**src/design/quoted_word_tokenizer_defines.svh**
```systemverilog
// assertion macros for the tokenizer
`ifndef QUOTED_WORD_TOKENIZER_DEFINES_SVH
`define QUOTED_WORD_TOKENIZER_DEFINES_SVH

`ifndef NO_ASSERTIONS

`define QWT_ASSERT_IMP(label, clk, rst_n, ante, cons) \
    label: assert property (@(posedge clk) disable iff (!(rst_n)) (ante) |-> (cons)) \
        else $error("qwt assertion failed");

`define QWT_ASSERT_NXT(label, clk, rst_n, ante, cons) \
    label: assert property (@(posedge clk) disable iff (!(rst_n)) (ante) |=> (cons)) \
        else $error("qwt assertion failed");

`else

`define QWT_ASSERT_IMP(label, clk, rst_n, ante, cons)

`define QWT_ASSERT_NXT(label, clk, rst_n, ante, cons)

`endif

`endif

```
**src/design/qwt_pkg.sv**
```systemverilog
package qwt_pkg;

    localparam int QW_DEPTH = 4;
    localparam int QW_AW    = $clog2(QW_DEPTH);

    localparam logic [6:0] LIMIT_RESET = 7'd16;
    localparam logic [6:0] WORD_CAP    = 7'd64;

    localparam logic [7:0] CH_SPACE  = 8'h20;
    localparam logic [7:0] CH_TAB    = 8'h09;
    localparam logic [7:0] CH_BSLASH = 8'h5C;
    localparam logic [7:0] CH_SQUOTE = 8'h27;
    localparam logic [7:0] CH_DQUOTE = 8'h22;
    localparam logic [7:0] CH_NUL    = 8'h00;

    typedef enum logic [1:0] {
        QUOTE_NONE   = 2'd0,
        QUOTE_SINGLE = 2'd1,
        QUOTE_DOUBLE = 2'd2
    } t_quote;

    typedef enum logic [1:0] {
        KIND_BYTE = 2'd0,
        KIND_EOW  = 2'd1,
        KIND_DONE = 2'd2
    } t_kind;

    // one queue entry: first result, plus a trailing line done when two is set
    typedef struct packed {
        t_kind       kind;
        logic [7:0]  byte_out;
        logic [5:0]  word_index;
        logic [6:0]  word_total;
        logic        parse_error;
        logic        two;
    } t_rec;

    typedef struct packed {
        logic push;
        t_rec rec;
    } t_push;

endpackage

```
**src/design/qwt_item_if.sv**
```systemverilog
interface qwt_item_if;
    logic       valid;
    logic       ready;
    logic [7:0] character;
    logic       line_end;

    modport source (output valid, output character, output line_end, input ready);
    modport sink   (input valid, input character, input line_end, output ready);
endinterface

```
**src/design/qwt_result_if.sv**
```systemverilog
interface qwt_result_if;
    logic       valid;
    logic       ready;
    logic [1:0] kind;
    logic [7:0] byte_out;
    logic [5:0] word_index;
    logic [6:0] word_total;
    logic       parse_error;
    logic       last;

    modport source (output valid, output kind, output byte_out, output word_index,
                    output word_total, output parse_error, output last, input ready);
    modport sink   (input valid, input kind, input byte_out, input word_index,
                    input word_total, input parse_error, input last, output ready);
endinterface

```
**src/design/qwt_cfg_if.sv**
```systemverilog
interface qwt_cfg_if;
    logic       valid;
    logic       ready;
    logic [6:0] word_limit;

    modport source (output valid, output word_limit, input ready);
    modport sink   (input valid, input word_limit, output ready);
endinterface

```
**src/design/qwt_queue.sv**
```systemverilog
`include "quoted_word_tokenizer_defines.svh"

module qwt_queue (
    input  logic          i_clk,
    input  logic          i_rst_n,
    input  qwt_pkg::t_push i_push,
    input  logic          i_pop,
    output qwt_pkg::t_rec o_head,
    output logic          o_empty,
    output logic          o_full
);

    qwt_pkg::t_rec                 r_mem [qwt_pkg::QW_DEPTH];
    logic [qwt_pkg::QW_AW-1:0]     r_wr;
    logic [qwt_pkg::QW_AW-1:0]     r_rd;
    logic [qwt_pkg::QW_AW:0]       r_cnt;
    logic                          do_pop;

    assign o_full  = (r_cnt == (qwt_pkg::QW_AW+1)'(qwt_pkg::QW_DEPTH));
    assign o_empty = (r_cnt == '0);
    assign o_head  = r_mem[r_rd];
    assign do_pop  = i_pop && !o_empty;

    always_ff @(posedge i_clk) begin
        if (i_push.push) begin
            r_mem[r_wr] <= i_push.rec;
        end
    end

    always_ff @(posedge i_clk) begin
        if (!i_rst_n) begin
            r_wr  <= '0;
            r_rd  <= '0;
            r_cnt <= '0;
        end else begin
            if (i_push.push) begin
                r_wr <= r_wr + 1'b1;
            end
            if (do_pop) begin
                r_rd <= r_rd + 1'b1;
            end
            case ({i_push.push, do_pop})
                2'b10:   r_cnt <= r_cnt + 1'b1;
                2'b01:   r_cnt <= r_cnt - 1'b1;
                default: r_cnt <= r_cnt;
            endcase
        end
    end

    `QWT_ASSERT_IMP(a_no_overflow, i_clk, i_rst_n, i_push.push, !o_full || do_pop)
    `QWT_ASSERT_IMP(a_cnt_range, i_clk, i_rst_n, 1'b1,
        r_cnt <= (qwt_pkg::QW_AW+1)'(qwt_pkg::QW_DEPTH))

endmodule

```
**src/design/qwt_front.sv**
```systemverilog
`include "quoted_word_tokenizer_defines.svh"

module qwt_front (
    input  logic           i_clk,
    input  logic           i_rst_n,
    qwt_item_if.sink       i_item,
    qwt_cfg_if.sink        i_cfg,
    input  logic           i_full,
    output qwt_pkg::t_push o_push
);

    logic [6:0]        r_limit;
    logic              r_inside;
    qwt_pkg::t_quote   r_quote;
    logic              r_esc;
    logic [6:0]        r_words;
    logic              r_err;

    logic              n_inside;
    qwt_pkg::t_quote   n_quote;
    logic              n_esc;
    logic [6:0]        n_words;
    logic              n_err;

    logic              accept;
    logic              is_end;
    logic              blank;
    logic              err_any;
    logic              go;
    logic [6:0]        limit;
    logic [6:0]        words_v;
    logic [5:0]        idx;
    logic [7:0]        ch;
    qwt_pkg::t_push    push;

    assign i_item.ready = !i_full;
    assign i_cfg.ready  = 1'b1;
    assign accept       = i_item.valid && i_item.ready;
    assign ch           = i_item.character;
    assign is_end       = i_item.line_end || (ch == qwt_pkg::CH_NUL);
    assign blank        = (ch == qwt_pkg::CH_SPACE) || (ch == qwt_pkg::CH_TAB);
    assign limit        = (r_limit > qwt_pkg::WORD_CAP) ? qwt_pkg::WORD_CAP : r_limit;
    assign err_any      = r_err || r_esc || (r_quote != qwt_pkg::QUOTE_NONE);

    always_comb begin
        n_inside = r_inside;
        n_quote  = r_quote;
        n_esc    = r_esc;
        n_words  = r_words;
        n_err    = r_err;
        go       = 1'b0;
        words_v  = r_words;
        idx      = r_words[5:0] - 6'd1;
        push     = '0;
        push.rec.kind = qwt_pkg::KIND_BYTE;

        if (is_end) begin
            push.push             = 1'b1;
            push.rec.two          = !err_any && r_inside;
            push.rec.kind         = (!err_any && r_inside) ? qwt_pkg::KIND_EOW
                                                           : qwt_pkg::KIND_DONE;
            push.rec.word_index   = (!err_any && r_inside) ? idx : 6'd0;
            push.rec.word_total   = r_words;
            push.rec.parse_error  = err_any;
            n_inside = 1'b0;
            n_quote  = qwt_pkg::QUOTE_NONE;
            n_esc    = 1'b0;
            n_words  = '0;
            n_err    = 1'b0;
        end else if (r_err) begin
            go = 1'b0;
        end else if (r_esc) begin
            n_esc               = 1'b0;
            push.push           = 1'b1;
            push.rec.byte_out   = ch;
            push.rec.word_index = idx;
        end else begin
            go = 1'b1;
            if (!r_inside) begin
                if (blank) begin
                    go = 1'b0;
                end else if (r_words >= limit) begin
                    n_err = 1'b1;
                    go    = 1'b0;
                end else begin
                    words_v = r_words + 7'd1;
                end
            end
            if (go) begin
                n_words  = words_v;
                n_inside = 1'b1;
                idx      = words_v[5:0] - 6'd1;
                push.rec.word_index = idx;
                if (r_quote == qwt_pkg::QUOTE_NONE && blank) begin
                    n_inside      = 1'b0;
                    push.push     = 1'b1;
                    push.rec.kind = qwt_pkg::KIND_EOW;
                end else if (ch == qwt_pkg::CH_BSLASH && r_quote != qwt_pkg::QUOTE_SINGLE) begin
                    n_esc = 1'b1;
                end else if (ch == qwt_pkg::CH_SQUOTE && r_quote == qwt_pkg::QUOTE_NONE) begin
                    n_quote = qwt_pkg::QUOTE_SINGLE;
                end else if (ch == qwt_pkg::CH_DQUOTE && r_quote == qwt_pkg::QUOTE_NONE) begin
                    n_quote = qwt_pkg::QUOTE_DOUBLE;
                end else if ((ch == qwt_pkg::CH_SQUOTE && r_quote == qwt_pkg::QUOTE_SINGLE) ||
                             (ch == qwt_pkg::CH_DQUOTE && r_quote == qwt_pkg::QUOTE_DOUBLE)) begin
                    n_quote = qwt_pkg::QUOTE_NONE;
                end else begin
                    push.push         = 1'b1;
                    push.rec.byte_out = ch;
                end
            end
        end

        if (!accept) begin
            push.push = 1'b0;
        end
    end

    assign o_push = push;

    always_ff @(posedge i_clk) begin
        if (!i_rst_n) begin
            r_limit  <= qwt_pkg::LIMIT_RESET;
            r_inside <= 1'b0;
            r_quote  <= qwt_pkg::QUOTE_NONE;
            r_esc    <= 1'b0;
            r_words  <= '0;
            r_err    <= 1'b0;
        end else begin
            if (i_cfg.valid && i_cfg.ready) begin
                r_limit <= i_cfg.word_limit;
            end
            if (accept) begin
                r_inside <= n_inside;
                r_quote  <= n_quote;
                r_esc    <= n_esc;
                r_words  <= n_words;
                r_err    <= n_err;
            end
        end
    end

    `QWT_ASSERT_IMP(a_words_cap, i_clk, i_rst_n, 1'b1, r_words <= qwt_pkg::WORD_CAP)
    `QWT_ASSERT_IMP(a_err_silent, i_clk, i_rst_n, accept && r_err && !is_end, !o_push.push)
    `QWT_ASSERT_NXT(a_end_clears, i_clk, i_rst_n, accept && is_end,
        r_words == '0 && !r_err && !r_esc && !r_inside)

endmodule

```
**src/design/qwt_back.sv**
```systemverilog
`include "quoted_word_tokenizer_defines.svh"

module qwt_back (
    input  logic           i_clk,
    input  logic           i_rst_n,
    input  qwt_pkg::t_rec  i_head,
    input  logic           i_empty,
    output logic           o_pop,
    qwt_result_if.source   o_result
);

    logic            r_valid;
    qwt_pkg::t_kind  r_kind;
    logic [7:0]      r_byte;
    logic [5:0]      r_index;
    logic [6:0]      r_total;
    logic            r_perr;
    logic            r_last;
    logic            r_pend;
    logic [6:0]      r_pend_total;
    logic            r_pend_err;
    logic            load;
    logic            head_done;

    assign load      = !r_valid || o_result.ready;
    assign o_pop     = load && !r_pend && !i_empty;
    assign head_done = (i_head.kind == qwt_pkg::KIND_DONE);

    always_ff @(posedge i_clk) begin
        if (!i_rst_n) begin
            r_valid <= 1'b0;
            r_pend  <= 1'b0;
        end else if (load) begin
            if (r_pend) begin
                r_valid <= 1'b1;
                r_pend  <= 1'b0;
            end else begin
                r_valid <= !i_empty;
                r_pend  <= !i_empty && i_head.two;
            end
        end
    end

    // payload of the output stage
    always_ff @(posedge i_clk) begin
        if (load) begin
            if (r_pend) begin
                r_kind  <= qwt_pkg::KIND_DONE;
                r_byte  <= 8'd0;
                r_index <= 6'd0;
                r_total <= r_pend_total;
                r_perr  <= r_pend_err;
                r_last  <= 1'b1;
            end else begin
                r_kind       <= i_head.kind;
                r_byte       <= i_head.byte_out;
                r_index      <= i_head.word_index;
                r_total      <= head_done ? i_head.word_total : 7'd0;
                r_perr       <= head_done ? i_head.parse_error : 1'b0;
                r_last       <= !i_head.two;
                r_pend_total <= i_head.word_total;
                r_pend_err   <= i_head.parse_error;
            end
        end
    end

    assign o_result.valid       = r_valid;
    assign o_result.kind        = r_kind;
    assign o_result.byte_out    = r_byte;
    assign o_result.word_index  = r_index;
    assign o_result.word_total  = r_total;
    assign o_result.parse_error = r_perr;
    assign o_result.last        = r_last;

    `QWT_ASSERT_IMP(a_pend_valid, i_clk, i_rst_n, r_pend,
        r_valid && r_kind == qwt_pkg::KIND_EOW && !r_last)
    `QWT_ASSERT_NXT(a_pend_done, i_clk, i_rst_n, r_pend && o_result.ready,
        r_valid && r_kind == qwt_pkg::KIND_DONE && r_last)

endmodule

```
**src/design/quoted_word_tokenizer.sv**
```systemverilog
// channel    role    payload
// i_item     sink    character, line_end
// o_result   source  kind, byte_out, word_index, word_total, parse_error, last
// i_cfg      sink    word_limit
//
// one item per cycle in while the queue is not full, one result per cycle out while o_result.ready is high
// a line end inside an error-free word gives two results, an end of word then a done
// an item's result is written into the queue and then registered in the output stage
// a four-entry queue between front and back absorbs output stalls
// synchronous reset clears the line state, the queue and sets word_limit to 16
module quoted_word_tokenizer (
    input  logic          i_clk,
    input  logic          i_rst_n,
    qwt_item_if.sink      i_item,
    qwt_cfg_if.sink       i_cfg,
    qwt_result_if.source  o_result
);

    qwt_pkg::t_push  push;
    qwt_pkg::t_rec   head;
    logic            empty;
    logic            full;
    logic            pop;

    qwt_front u_front (
        .i_clk   (i_clk),
        .i_rst_n (i_rst_n),
        .i_item  (i_item),
        .i_cfg   (i_cfg),
        .i_full  (full),
        .o_push  (push)
    );

    qwt_queue u_queue (
        .i_clk   (i_clk),
        .i_rst_n (i_rst_n),
        .i_push  (push),
        .i_pop   (pop),
        .o_head  (head),
        .o_empty (empty),
        .o_full  (full)
    );

    qwt_back u_back (
        .i_clk    (i_clk),
        .i_rst_n  (i_rst_n),
        .i_head   (head),
        .i_empty  (empty),
        .o_pop    (pop),
        .o_result (o_result)
    );

endmodule
```
**src/flat_wrapper.sv**
```systemverilog
// flat-port wrapper written by rule: the top's interface ports become plain ports
module quoted_word_tokenizer_flat 
  (i_clk, i_rst_n, i_item_valid, i_item_character, i_item_line_end, i_item_ready, i_cfg_valid, i_cfg_word_limit, i_cfg_ready, o_result_valid, o_result_kind, o_result_byte_out, o_result_word_index, o_result_word_total, o_result_parse_error, o_result_last, o_result_ready);
  qwt_item_if i_item_i ();
  qwt_cfg_if i_cfg_i ();
  qwt_result_if o_result_i ();
  input  logic i_clk;
  input  logic i_rst_n;
  input wire logic [$bits(i_item_i.valid)-1:0] i_item_valid;
  input wire logic [$bits(i_item_i.character)-1:0] i_item_character;
  input wire logic [$bits(i_item_i.line_end)-1:0] i_item_line_end;
  output wire logic [$bits(i_item_i.ready)-1:0] i_item_ready;
  input wire logic [$bits(i_cfg_i.valid)-1:0] i_cfg_valid;
  input wire logic [$bits(i_cfg_i.word_limit)-1:0] i_cfg_word_limit;
  output wire logic [$bits(i_cfg_i.ready)-1:0] i_cfg_ready;
  output wire logic [$bits(o_result_i.valid)-1:0] o_result_valid;
  output wire logic [$bits(o_result_i.kind)-1:0] o_result_kind;
  output wire logic [$bits(o_result_i.byte_out)-1:0] o_result_byte_out;
  output wire logic [$bits(o_result_i.word_index)-1:0] o_result_word_index;
  output wire logic [$bits(o_result_i.word_total)-1:0] o_result_word_total;
  output wire logic [$bits(o_result_i.parse_error)-1:0] o_result_parse_error;
  output wire logic [$bits(o_result_i.last)-1:0] o_result_last;
  input wire logic [$bits(o_result_i.ready)-1:0] o_result_ready;
  assign i_item_i.valid = i_item_valid;
  assign i_item_i.character = i_item_character;
  assign i_item_i.line_end = i_item_line_end;
  assign i_item_ready = i_item_i.ready;
  assign i_cfg_i.valid = i_cfg_valid;
  assign i_cfg_i.word_limit = i_cfg_word_limit;
  assign i_cfg_ready = i_cfg_i.ready;
  assign o_result_valid = o_result_i.valid;
  assign o_result_kind = o_result_i.kind;
  assign o_result_byte_out = o_result_i.byte_out;
  assign o_result_word_index = o_result_i.word_index;
  assign o_result_word_total = o_result_i.word_total;
  assign o_result_parse_error = o_result_i.parse_error;
  assign o_result_last = o_result_i.last;
  assign o_result_i.ready = o_result_ready;
  quoted_word_tokenizer u_core (.i_clk(i_clk), .i_rst_n(i_rst_n), .i_item(i_item_i), .i_cfg(i_cfg_i), .o_result(o_result_i));
endmodule
```
**config.mk**
```make
export PLATFORM = sky130hd
export DESIGN_NAME = quoted_word_tokenizer_flat
export DESIGN_NICKNAME = d
export VERILOG_FILES = /design/src/design/qwt_pkg.sv /design/src/design/qwt_item_if.sv /design/src/design/qwt_result_if.sv /design/src/design/qwt_cfg_if.sv /design/src/design/qwt_queue.sv /design/src/design/qwt_front.sv /design/src/design/qwt_back.sv /design/src/design/quoted_word_tokenizer.sv /design/src/flat_wrapper.sv
export VERILOG_INCLUDE_DIRS = /design/src /design/src/design
export SDC_FILE = /design/constraint.sdc
export NUM_CORES = 1
export LEC_CHECK = 0
export BUFFER_PORTS_ARGS = -buffer_cell sky130_fd_sc_hd__buf_2
export CORE_MARGIN = 10
export CORE_UTILIZATION = 45
export DETAILED_ROUTE_END_ITERATION = 7
export PLACE_DENSITY = 0.73
export SYNTH_ARGS = -nofsm -noshare
export SYNTH_HDL_FRONTEND = slang
export SYNTH_HIERARCHICAL = 1
export SYNTH_SLANG_ARGS = --single-unit
```
**constraint.sdc**
```tcl
create_clock -name i_clk -period 3.5 [get_ports i_clk]
set_input_delay 0 -clock i_clk [delete_from_list [all_inputs] [get_ports i_clk]]
set_output_delay 0 -clock i_clk [all_outputs]
set_load 0.02 [all_outputs]
```
* Word-level counts from Yosys, hierarchy flattened
Memories as Yosys holds them, arrays and structs flattened. A register that Yosys moved wholly into a read port is not among the register bits.
Index checks and enable logic that the tools add are counted.
** Storage, ports and cells
- RAM bits :: 100
- Input bits :: 21
- Output and inout port bits :: 28
- Memories kept :: 1
- Word-level logic and storage cells :: 163
- Bits in registers :: 61
** Operators by class
- $add $sub $neg :: 7
- $lt $le $gt $ge :: 2
- Mux-type cells :: 77
- Equality and inequality tests :: 19
- Bitwise gates (word level) :: 1
- Reductions and logical operators :: 36
** Memories
- u_core.u_queue.r_mem :: depth 4, bits a word 25, read ports 1, clocked after Yosys merged registers in 1, wr ports 1, line qwt_queue.sv:13 : qwt_pkg::t_rec r_mem [qwt_pkg::QW_DEPTH];
** Operators by type and width (number)
- 7-bit 2-to-1 mux :: 13
- 8-bit 2-to-1 mux :: 6
- 1-bit 2-to-1 mux :: 37
- 17-bit 2-to-1 mux :: 2
- 2-bit 2-to-1 mux :: 13
- 8-bit by 6-bit equality test with 1-bit output (second input constant) :: 3
- 14-bit 2-to-1 mux :: 1
- 7-bit AND reduction :: 2
- 1-bit logical AND :: 12
- 6-bit 2-to-1 mux :: 2
- 6-bit by 1-bit subtractor with 6-bit output (second input constant) :: 2
- 9-bit 2-to-1 mux :: 1
- 8-bit by 4-bit equality test with 1-bit output (second input constant) :: 1
- 8-bit by 7-bit equality test with 1-bit output (second input constant) :: 1
- 8-bit zero test :: 1
- 2-bit by 1-bit inequality test with 1-bit output (second input constant) :: 4
- 2-bit inequality test (second input constant) :: 4
- 7-bit by 1-bit adder with 7-bit output (second input constant) :: 1
- 7-bit >= comparator :: 1
- 7-bit greater-than comparator (second input constant) :: 1
- 2-bit equality test (second input constant) :: 3
- 1-bit zero test :: 6
- 1-bit logical OR :: 6
- 3-bit one-hot mux with 2 select lines :: 1
- other kinds (13) :: 18

* Logic depth before layout (Yosys ltp)
- Depth in word-level cells :: 17
- Gate-level depth with buffers :: 17
- Mapped depth without buffers :: 17

* Cells and area by module
Netlist, hierarchy kept.
** By module, submodules not included
- qwt_queue :: area an instance 4120.2 sq um, cells an instance 180, seq. area each 3183.1 sq um, instances 1
- qwt_front :: area an instance 1831.8 sq um, cells an instance 254, seq. area each 380.4 sq um, instances 1
- qwt_back :: area an instance 1390.1 sq um, cells an instance 90, seq. area each 1031.0 sq um, instances 1

* Least setup slack after synthesis
Ideal clock, no wire load.
- Path type :: register -> register
- Start point :: reg u_core.u_front.r_words[0]
- End point :: mem u_core/u_queue/r_mem[0][0] in the netlist's numbering (enable)
- Path buffers :: 1
- Period minus slack after synthesis :: 3.028 ns
- Required time :: 3.116 ns
- Data arrival time :: 2.644 ns
- Path slack :: 0.472 ns
- Setup time :: 0.384 ns
- Cell stages (with the launch flop) :: 12
- Cells stage by stage :: dfxtp_1 -> buf_4 -> inv_2 -> ha_1 -> nor2b_1 -> o21ai_0 -> a211oi_1 -> nor2_1 -> nor2_1 -> o21bai_1 -> a21oi_1 -> and2_1
** RTL lines
- start, declared :: line qwt_front.sv:16 : logic [6:0] r_words;
- start signal, assigned :: line qwt_front.sv:137 : r_words <= n_words;
- end, declared :: line qwt_queue.sv:13

==> run metrics <==
status complete, no violations; Final Net Count approximately 640; final-report hold violation count 0; Compound-Gate Fraction of Synth Area 7.21%; CP Class flop to flop; Clock Pin Slew Worst Setup and Hold Paths 0.06 ns; post-DP HPWL 9.84 mm; period utilisation layout 87.8%; hold worst-path end u_core/u_front/r_limit[6]; clock skew 0.0106 ns; Yosys cell types 74; Max VDD drop 0.000373 V; Final Max Slew Viols 0; drc violations 0; Worst Path Arrival 3.22 ns; Slew headroom 36.2%; XOR/XNOR share of the synthesized area 1.67%; post-synthesis simple-gate area fraction 12.7%; Post-CTS Setup Repair Bufs 0; top post-synthesis cells by area edfxtp_1 (54%), dfxtp_1 (8.2%), mux4_2 (6.1%), ha_1 (2.6%), nor2b_1 (2.0%); Setup TNS Final 0 ns; CP Capture Type flop; Post-synth top cells edfxtp_1 (133), nand2_1 (38), nor2_1 (31), dfxtp_1 (30), inv_1 (25); predominant post-synthesis flop cell edfxtp_1; cells after synthesis 524; WL final 14.3 mm; sequential area share after synthesis 62.6%; Longest Clk Path Bufs 2; unrepaired setup endpoints after global routing no; Tmin final 3.07 ns; Avg Cell Area, Syn 14.0 um^2; largest net degree at the start of global routing 37; post-synthesis mux area share a little under a tenth; main combinational cell family by area after synthesis simple AND/OR/NAND/NOR gates; Die Span X 148 um; Pleak 3.15 nW; area delta synth->final 17.1%; ys async rst share 0%; share of the synthesized area in the top cell type 54.4%; Worst-Margin Slew 0.957 ns; largest area contributor in the synthesized netlist edfxtp_1; critical path required time 3.65 ns; Post-synth EDFFs roughly 130; Reg-to-Reg Start u_core/u_front/r_limit[6]; PwrDens 684 nW/um^2; Sequential cell area 4600 um^2; HP Start i_cfg_valid; R2R depth 14; reg2reg end u_core/u_queue/r_mem[0][13]; vias post-DR about 4500; row cnt 46; PortBufs 47; Synth Net Count between 500 and 600; fillers 1285; diode count 0; WHS between 0.015 and 0.02 ns; layout cells sized above 1 20.9%; GRT Total Usage 13.6%; Starting Density ~46%; Placeable Area between 15000 and 20000 um^2; Final Wtd Congestion 0.848; final setup violation count 0; type of the most critical hold path primary input to flop; Die Height 148 um; clk sinks 163; initial antenna violation count 0; Pre-antenna DRT Iters 5; CP max FO 6; vias in the first global route 4638; CTS Buf Count 17; CTS tree yes; synthesized area 7340 um^2; reg2reg setup slack 0.43 ns; DIE AREA 21800 um^2; Post-Synth Adder-Cell Area 2.83%; area of the multi-input gates 2470 um^2; Clock Root Buffer clkbuf_16; fmax 326 MHz; crit start category flop; total gr overflow 0; Clock Latency Late Sink 0.42 ns; number of vias per cell 5.34; #FFs+latches synth approximately 160; Ys Warns 6; Routed WL per cell 17.2 um; post-route ant nets 0; max cap viols 0; first-pass GRT wire length 23.9 mm; I/O Pins a little under 50; hold path cells 3; Initial DRC Count 398; H-tree depth 4; most used standard cell by instance count after synthesis edfxtp_1
## what timing repair did
item	4_1_cts	5_1_grt
hold buffers	19	0
endpoints found under the hold margin	30	0
setup endpoints to repair	0	3
resized for setup	0	6
## layer usage
| metal | wire (um) | global-route usage [%] | vias up | part of all wire (%) |
|---|---|---|---|---|
| li1 | - | - | 2121 | - |
| met1 | 6310 | 16.7 | 2179 | 44 |
| met2 | 7000 | 22.4 | 143 | 49 |
| met3 | 869 | 4.06 | 11 | 6.1 |
| met4 | 162 | 4.81 | 0 | 1.1 |
| met5 | 0 | 0 | - | 0 |
## critical path, stage by stage (launching register included)
cell and delay [ns]:
dfxtp_1 0.32, inv_1 0.14, nand2_1 0.08, ha_1 0.29, a21oi_1 0.14, o21ai_1 0.12
a21o_1 0.24, nor2_1 0.26, nor2_1 0.07, a21oi_1 0.13, ha_1 0.20, inv_1 0.05
a2111o_1 0.30, xor2_1 0.17, a22o_1 0.28
## power by group
group          switching, W  internal [W]
Combinational      0.000843      0.000613
Clock              0.000722       0.00104
Sequential         0.000104       0.00256
## through the flow
stage / std cells / area (um^2) / power [W] / setup slack, ns / utilization [%]
after floorplan: 524 / 7340 / 0.00378 / 0.472 / -
after global placement: 784 / 7830 / 0.00410 / 0.342 / 49.1
after detailed placement: 784 / 7830 / 0.00417 / 0.243 / 49.1
after CTS: 834 / 8590 / 0.00594 / 0.223 / 53.9
after global routing: 834 / 8600 / 0.00618 / 0.0221 / 53.9
final: 834 / 8600 / 0.00588 / 0.429 / 53.9
## worst max-delay path by stage
stage	from	to	depth (start not counted)
detailed placement	u_core/u_front/r_words[0]	u_core/u_queue/r_cnt[2]	16
finish	u_core/u_front/r_limit[6]	u_core/u_queue/r_mem[0][13]	14
CTS	u_core/u_front/r_words[0]	u_core/u_queue/r_cnt[2]	16
global placement	u_core/u_front/r_words[0]	u_core/u_queue/r_cnt[2]	16
floorplan	u_core/u_front/r_words[0]	u_core/u_queue/r_mem[0][0]	11
global route	u_core/u_front/r_limit[6]	u_core/u_queue/r_cnt[2]	17
## layout make-up
cell class                      instances  share of cell area (%)
Timing Repair Buffer                   83                    7.01
Clock inverter                         13                    1.59
Multi-Input combinational cell        315                    28.7
Sequential cell                       163                    53.4
Clock buffer                           18                    4.99
Tap cell                              216                    3.14
Inverter                               26                    1.13
## flip-flops by register name (all words and copies together), names as in the netlist, 3 cells and up, named ones only
name / cells
u_core/u_front/r_limit: 7
u_core/u_back/o_result.word_index: 6
u_core/u_queue/r_mem: 100
u_core/u_back/o_result.word_total: 7
u_core/u_back/r_pend_total: 7
u_core/u_front/r_words: 7
u_core/u_queue/r_cnt: 3
u_core/u_back/o_result.byte_out: 8
## logic make-up (layout without fill, tap and decap cells)
kind of cell | Yosys count | in the layout
other | 1 | 1
buffers and inverters | 46 | 140
muxes | 33 | 33
AOI/OAI and AO/OA | 79 | 79
adders and majority gates | 16 | 16
and+or+nand+nor | 172 | 172
xor gates and xnor gates | 14 | 14
DFF | 163 | 163
## cell usage in the layout, fill, tap and decap left out, drive strengths merged, types with 7 or more instances in the layout
cell type	count
a21oi	17
and2	12
buf	64
clkbuf	18
dfxtp	30
dlygate4sd3	19
edfxtp	133
ha	15
inv	27
mux2i	8
mux4	25
nand2	38
nand2b	11
nand3	15
nor2	33
nor2b	24
nor3	10
o21ai	28
xnor2	7
xor2	7
(Power assumes the default switching activity.)
